## src/hdl/vfc_pkg.sv

```systemverilog
// Shared types and constants for the view frustum culling test block.
// Used by vfc_cell and view_frustum_culling_test; depends on nothing.

package vfc_pkg;

    // Geometry of the request and the plane registers.
    localparam int COORD_BITS_DEF = 16;
    localparam int PLANE_COUNT    = 6;
    localparam int PLANE_W        = 64;
    localparam int CFG_IDX_W      = 3;
    localparam int FIELD_W        = 16;
    localparam int EXT_W          = 15;

    // Arithmetic widths inside a cell.
    localparam int PROD_W  = 2 * FIELD_W;   // normal times coordinate
    localparam int NSUM_W  = FIELD_W + 2;   // |nx| + |ny| + |nz|
    localparam int TERM_W  = EXT_W + NSUM_W; // extent times normal sum
    localparam int D_SHIFT = 14;            // Q2.14 scale of the normals
    localparam int SUM_W   = PROD_W + 4;    // full signed distance

    // Primitive kinds.
    localparam logic [1:0] KIND_POINT  = 2'd0;
    localparam logic [1:0] KIND_CUBE   = 2'd1;
    localparam logic [1:0] KIND_SPHERE = 2'd2;
    localparam logic [1:0] KIND_RSVD   = 2'd3;

    // One request travelling down the chain of cells.
    typedef struct packed {
        logic [1:0]                kind;
        logic signed [FIELD_W-1:0] x;
        logic signed [FIELD_W-1:0] y;
        logic signed [FIELD_W-1:0] z;
        logic [EXT_W-1:0]          ext;
        logic                      visible;
    } item_t;

    // Plane register write towards one cell.
    typedef struct packed {
        logic               en;
        logic [PLANE_W-1:0] data;
    } cfg_wr_t;

endpackage

```

## src/hdl/vfc_cell.sv

```systemverilog
// One cell of the culling chain: holds a single clip plane and tests each request against it.
// Two register stages, products then signed distance. Depends on vfc_pkg.

module vfc_cell (
    input  logic            clk,
    input  logic            rst_n,
    input  vfc_pkg::cfg_wr_t cfg_wr,
    input  vfc_pkg::item_t  up_item,
    input  logic            up_valid,
    output logic            up_ready,
    output vfc_pkg::item_t  dn_item,
    output logic            dn_valid,
    input  logic            dn_ready
);
    import vfc_pkg::*;

    logic [PLANE_W-1:0] plane_reg;

    logic signed [FIELD_W-1:0] nx;
    logic signed [FIELD_W-1:0] ny;
    logic signed [FIELD_W-1:0] nz;
    logic signed [FIELD_W-1:0] nd;
    logic signed [FIELD_W:0]   nx_w;
    logic signed [FIELD_W:0]   ny_w;
    logic signed [FIELD_W:0]   nz_w;
    logic [NSUM_W-1:0]         norm_sum;

    logic signed [PROD_W-1:0] a_px_next;
    logic signed [PROD_W-1:0] a_py_next;
    logic signed [PROD_W-1:0] a_pz_next;
    logic [TERM_W-1:0]        a_term_next;

    item_t                    a_item_reg;
    logic signed [PROD_W-1:0] a_px_reg;
    logic signed [PROD_W-1:0] a_py_reg;
    logic signed [PROD_W-1:0] a_pz_reg;
    logic signed [FIELD_W-1:0] a_d_reg;
    logic [TERM_W-1:0]        a_term_reg;
    logic                     va_reg;

    logic signed [SUM_W-1:0] distance;
    item_t                   b_item_next;
    item_t                   b_item_reg;
    logic                    vb_reg;

    logic rdy_a;
    logic rdy_b;

    // Plane register; the user must write it only while the block is idle, the block itself does not enforce it.
    always_ff @(posedge clk or negedge rst_n)
    begin
        if (!rst_n)
        begin
            plane_reg <= '0;
        end
        else if (cfg_wr.en)
        begin
            plane_reg <= cfg_wr.data;
        end
    end

    assign nx = signed'(plane_reg[15:0]);
    assign ny = signed'(plane_reg[31:16]);
    assign nz = signed'(plane_reg[47:32]);
    assign nd = signed'(plane_reg[63:48]);

    assign nx_w = (FIELD_W + 1)'(nx);
    assign ny_w = (FIELD_W + 1)'(ny);
    assign nz_w = (FIELD_W + 1)'(nz);

    // Stage A: the three normal products and the extent term.
    always_comb
    begin
        norm_sum = NSUM_W'(nx_w[FIELD_W] ? -nx_w : nx_w)
                 + NSUM_W'(ny_w[FIELD_W] ? -ny_w : ny_w)
                 + NSUM_W'(nz_w[FIELD_W] ? -nz_w : nz_w);

        a_px_next = PROD_W'(nx) * PROD_W'(up_item.x);
        a_py_next = PROD_W'(ny) * PROD_W'(up_item.y);
        a_pz_next = PROD_W'(nz) * PROD_W'(up_item.z);

        // Outside when distance plus this term is not positive.
        case (up_item.kind)
            KIND_CUBE:   a_term_next = TERM_W'(up_item.ext) * TERM_W'(norm_sum);
            KIND_SPHERE: a_term_next = TERM_W'(up_item.ext) << D_SHIFT;
            KIND_POINT:  a_term_next = '0;
            default:     a_term_next = '0;
        endcase
    end

    // Stage B: signed distance and the running visibility flag.
    always_comb
    begin
        distance = SUM_W'(a_px_reg) + SUM_W'(a_py_reg) + SUM_W'(a_pz_reg)
                 + (SUM_W'(a_d_reg) <<< D_SHIFT)
                 + SUM_W'(signed'({1'b0, a_term_reg}));
        b_item_next         = a_item_reg;
        b_item_next.visible = a_item_reg.visible && !distance[SUM_W-1] && (distance != '0);
    end

    assign rdy_b    = !vb_reg || dn_ready;
    assign rdy_a    = !va_reg || rdy_b;
    assign up_ready = rdy_a;

    always_ff @(posedge clk or negedge rst_n)
    begin
        if (!rst_n)
        begin
            va_reg <= 1'b0;
            vb_reg <= 1'b0;
        end
        else
        begin
            if (rdy_a)
            begin
                va_reg <= up_valid;
            end
            if (rdy_b)
            begin
                vb_reg <= va_reg;
            end
        end
    end

    always_ff @(posedge clk)
    begin
        if (rdy_a && up_valid)
        begin
            a_item_reg <= up_item;
            a_px_reg   <= a_px_next;
            a_py_reg   <= a_py_next;
            a_pz_reg   <= a_pz_next;
            a_d_reg    <= nd;
            a_term_reg <= a_term_next;
        end
        if (rdy_b && va_reg)
        begin
            b_item_reg <= b_item_next;
        end
    end

    assign dn_item  = b_item_reg;
    assign dn_valid = vb_reg;

    // The cell only pushes back when both of its stages are occupied.
    a_full_when_blocked: assert property (@(posedge clk) disable iff (!rst_n)
        !up_ready |-> (va_reg && vb_reg))
        else $error("cell stalls upstream with a free stage");

    // A request leaving stage A must land in stage B.
    a_to_b_transfer: assert property (@(posedge clk) disable iff (!rst_n)
        (va_reg && rdy_b) |=> vb_reg)
        else $error("request lost between cell stages");

endmodule

```

## config.mk

```make
export PLATFORM = sky130hd
export DESIGN_NAME = vfc_cell
export DESIGN_NICKNAME = d
export VERILOG_FILES = /design/src/hdl/vfc_pkg.sv /design/src/hdl/vfc_cell.sv
export SDC_FILE = /design/constraint.sdc
export NUM_CORES = 2
export LEC_CHECK = 0
export ABC_CLOCK_PERIOD_IN_PS = 22200
export BUFFER_PORTS_ARGS = -buffer_cell sky130_fd_sc_hd__buf_2
export CAP_MARGIN = 25
export CELL_PAD_IN_SITES_DETAIL_PLACEMENT = 2
export CELL_PAD_IN_SITES_GLOBAL_PLACEMENT = 2
export CORE_MARGIN = 3
export CORE_UTILIZATION = 46
export CTS_CLUSTER_SIZE = 16
export DETAILED_ROUTE_END_ITERATION = 16
export GPL_TIMING_DRIVEN = 1
export PLACE_DENSITY = 0.91
export SYNTH_ARGS = -nofsm -noshare
export SYNTH_HDL_FRONTEND = slang
export SYNTH_SLANG_ARGS = --single-unit
```

## constraint.sdc

```tcl
create_clock -name clk -period 22.2 [get_ports clk]
set_input_delay 1.11 -clock clk [delete_from_list [all_inputs] [get_ports clk]]
set_output_delay 1.11 -clock clk [all_outputs]
set_load 0.01 [all_outputs]
```

==> impl_metrics.yaml <==
run_status:
  outcome: "complete, no violations"
clock_tree:
  clk_latency_ns: 0.70
  cts.repair.resized: 0
  cts.reportedPaths.clkPinSlew_ns: 0.08
  ctsHoldBuffers: 0
  cts_buffers: 48
  root_buffer: "clkbuf_16"
  clk_path_buf_depth: 3
  cts.sinks: 343
  cts_tree: "yes"
  htree_levels: 2
  cts_setup_buffers: 0
detailed_routing:
  maxUsedRoutingLayer: "met5"
  antenna_left: 0
  wl_um: 298000
  viasPerCell: 6.72
  route.layer.met1.wl_um: 94000
  first_iter_violations: 6326
  wl_per_cell_um: 41.3
  vias: 48500
  wl_met2_um: 136000
  drc: 0
  wl_met3_um: 32300
  drt-pass1-iter-count: 6
layout:
  layout_common_cells: "1120 x inv_1, 1094 x fa_1, 675 x nand2_1"
  area_growth_pct: 7.89
  mostFrequentLayoutCell: "inv_1"
  nFillCells: 12000
  final_nets: 7207
  drive_above_1_share_pct: 7.83
yosys:
  yosys_warnings: 0
  synthAdderAreaFrac_pct: 48.7
  synth_compound_area_share_pct: 6.07
  synth_xor_area_share_pct: 2.99
  synth_top_cell_by_area: "fa_1"
  ys_types: 79
  synth_edf_count: 277
  synth.avg_cell_area_sq_um: 10.1
  seq_area_frac_synth_pct: 17.9
  yosys_most_used_dff: "edfxtp_1"
  async_flop_share_pct: 19.2
  synth_top_cells_by_area: "fa_1 39%, edfxtp_1 15%, ha_1 9.3%"
  yosys.area_share.simple_pct: 13.8
  syn_inst: 5490
  ys_seq_elements: 343
  synth.area.mux_share_pct: 1.34
  netlist_area_sq_mm: 0.0556
  synth_top_cell_area_share_pct: 39.4
  synth_top_family_by_area: "adder cells"
global_route:
  grt_pass1_vias: 55600
  track_usage_pct: 44.6
  antenna_found_initial: 14
  overflow: 0
  grt_max_degree: 70
  grt_pass1_wl_um: 404000
critical_path:
  crit_end: "a_term_reg[29]"
  crit_type: "flip-flop to flip-flop"
  critPathRequiredTime_ns: 22.57
  max_stage_delay_ns: 0.96
  slowest_stage: "dfrtp_1"
  rr_endpoint: "a_term_reg[29]"
  r2r_setup_slack_ns: 9.14
  startpoint: "plane_reg[16]"
  r2r-start: "plane_reg[16]"
  reg2regPathDepth: 36
  worstPathArrival_ns: 13.43
  critPathCaptureType: "flip-flop"
  critPathMaxFanout: 31
  cpMostUsedCell: "fa_1"
  start_kind: "flip-flop"
sta:
  worst_pin_slew_ns: 1.39
  fmax_ghz: 0.0766
  drv_slew: 0
  fin_crit_sh_pct: 58.8
  min_period_ns: 13.06
  fin_ws_ns: 9.14
  rsz0062_at_grt: "no"
  fin_skew_ns: 0.0472
  finalHoldViolations: 0
  tns_ns: 0
  slew_headroom_pct: 6.86
  finalSetupViolations: 0
floorplan:
  die_height_um: 354
  ios: 203
  die_w_um: 354
  rows: 126
  core-area_sq_mm: 0.119
  start_util_pct: 46.7
  dieArea_sq_mm: 0.125
placed_design:
  port_buffers: 202
  gp_congestion: 0.913
  post-place-ws_ns: 10.69
  dp_hpwl_um: 182000
job:
  maxCapViolations: 0
hold_path:
  hp-class: "primary input to async pin"
==> cells by family (layout without fill, tap and decap cells) <==
logic type,after synthesis,after routing
simple gates,1529,1529
fa+ha+maj,1506,1506
buf+inv,1354,1467
compound gates,500,500
flops,343,343
xor+xnor,190,190
mux,67,67
other cells,1,17
==> synth_stat cells (71+ instances only) <==
master    instances
xnor2_1         113
o21ai_0          94
clkbuf_1        227
nand3_1          71
fa_1           1094
ha_1            412
inv_1          1120
and2_1          434
nand2_1         675
a21oi_1         133
nor2_1           92
xor2_1           77
edfxtp_1        277
==> worst min-delay path by stage <==
| stage | from | to | slack, ns |
|---|---|---|---|
| after floorplan | a_item_reg[10] | dn_item[10] | 0.40 |
| after global routing | rst_n | va_reg | 0.38 |
| final | rst_n | dn_valid | 0.38 |
| after CTS | rst_n | va_reg | 0.36 |
| after global placement | a_item_reg[62] | dn_item[62] | 0.40 |
| after detailed placement | a_item_reg[30] | dn_item[30] | 0.41 |
==> per-stage QoR <==
stage	instance area [sq um]	hold slack [ns]	utilization (%)	instances
finish	60000	0.375	50.4	7219
global route	59900	0.384	50.3	7207
CTS	59800	0.364	50.2	7199
detailed placement	58100	0.405	48.9	7110
global placement	58100	0.400	48.9	7110
floorplan	55600	0.400	-	5492
==> worst max-delay path, delay by kind of cell (launching register included) <==
family                     cells  cell delay, ns
AOI/OAI and AO/OA             13            3.72
adders and majority gates     10            4.70
buffers and inverters          5            1.11
DFF                            1            0.96
xor gates and xnor gates       1            0.49
and+or+nand+nor                7            1.68
==> routing by layer <==
| metal | vias up | GRT usage (%) |
|---|---|---|
| met3 | 2139 | 11.4 |
| met5 | - | 0.115 |
| li1 | 17200 | - |
| met2 | 4532 | 72.5 |
| met4 | 10 | 37.9 |
| met1 | 24600 | 48.9 |
==> area by class of cell <==
| type | instances | area [sq um] | share of cell area (%) |
|---|---|---|---|
| Inverter | 1120 | 4200 | 7.01 |
| Timing Repair Buffer | 258 | 1490 | 2.49 |
| Clock buffer | 61 | 1350 | 2.25 |
| Sequential cell | 343 | 9970 | 16.6 |
| Tap cell | 1600 | 2000 | 3.34 |
| Clock inverter | 28 | 313 | 0.522 |
| Multi-Input combinational cell | 3795 | 40600 | 67.7 |
| Antenna cell | 14 | 35.0 | 0.0584 |
Power is left out: the tool's default activity adds up to more than one toggle a clock period on the data nets, which glitch-free logic cannot reach.
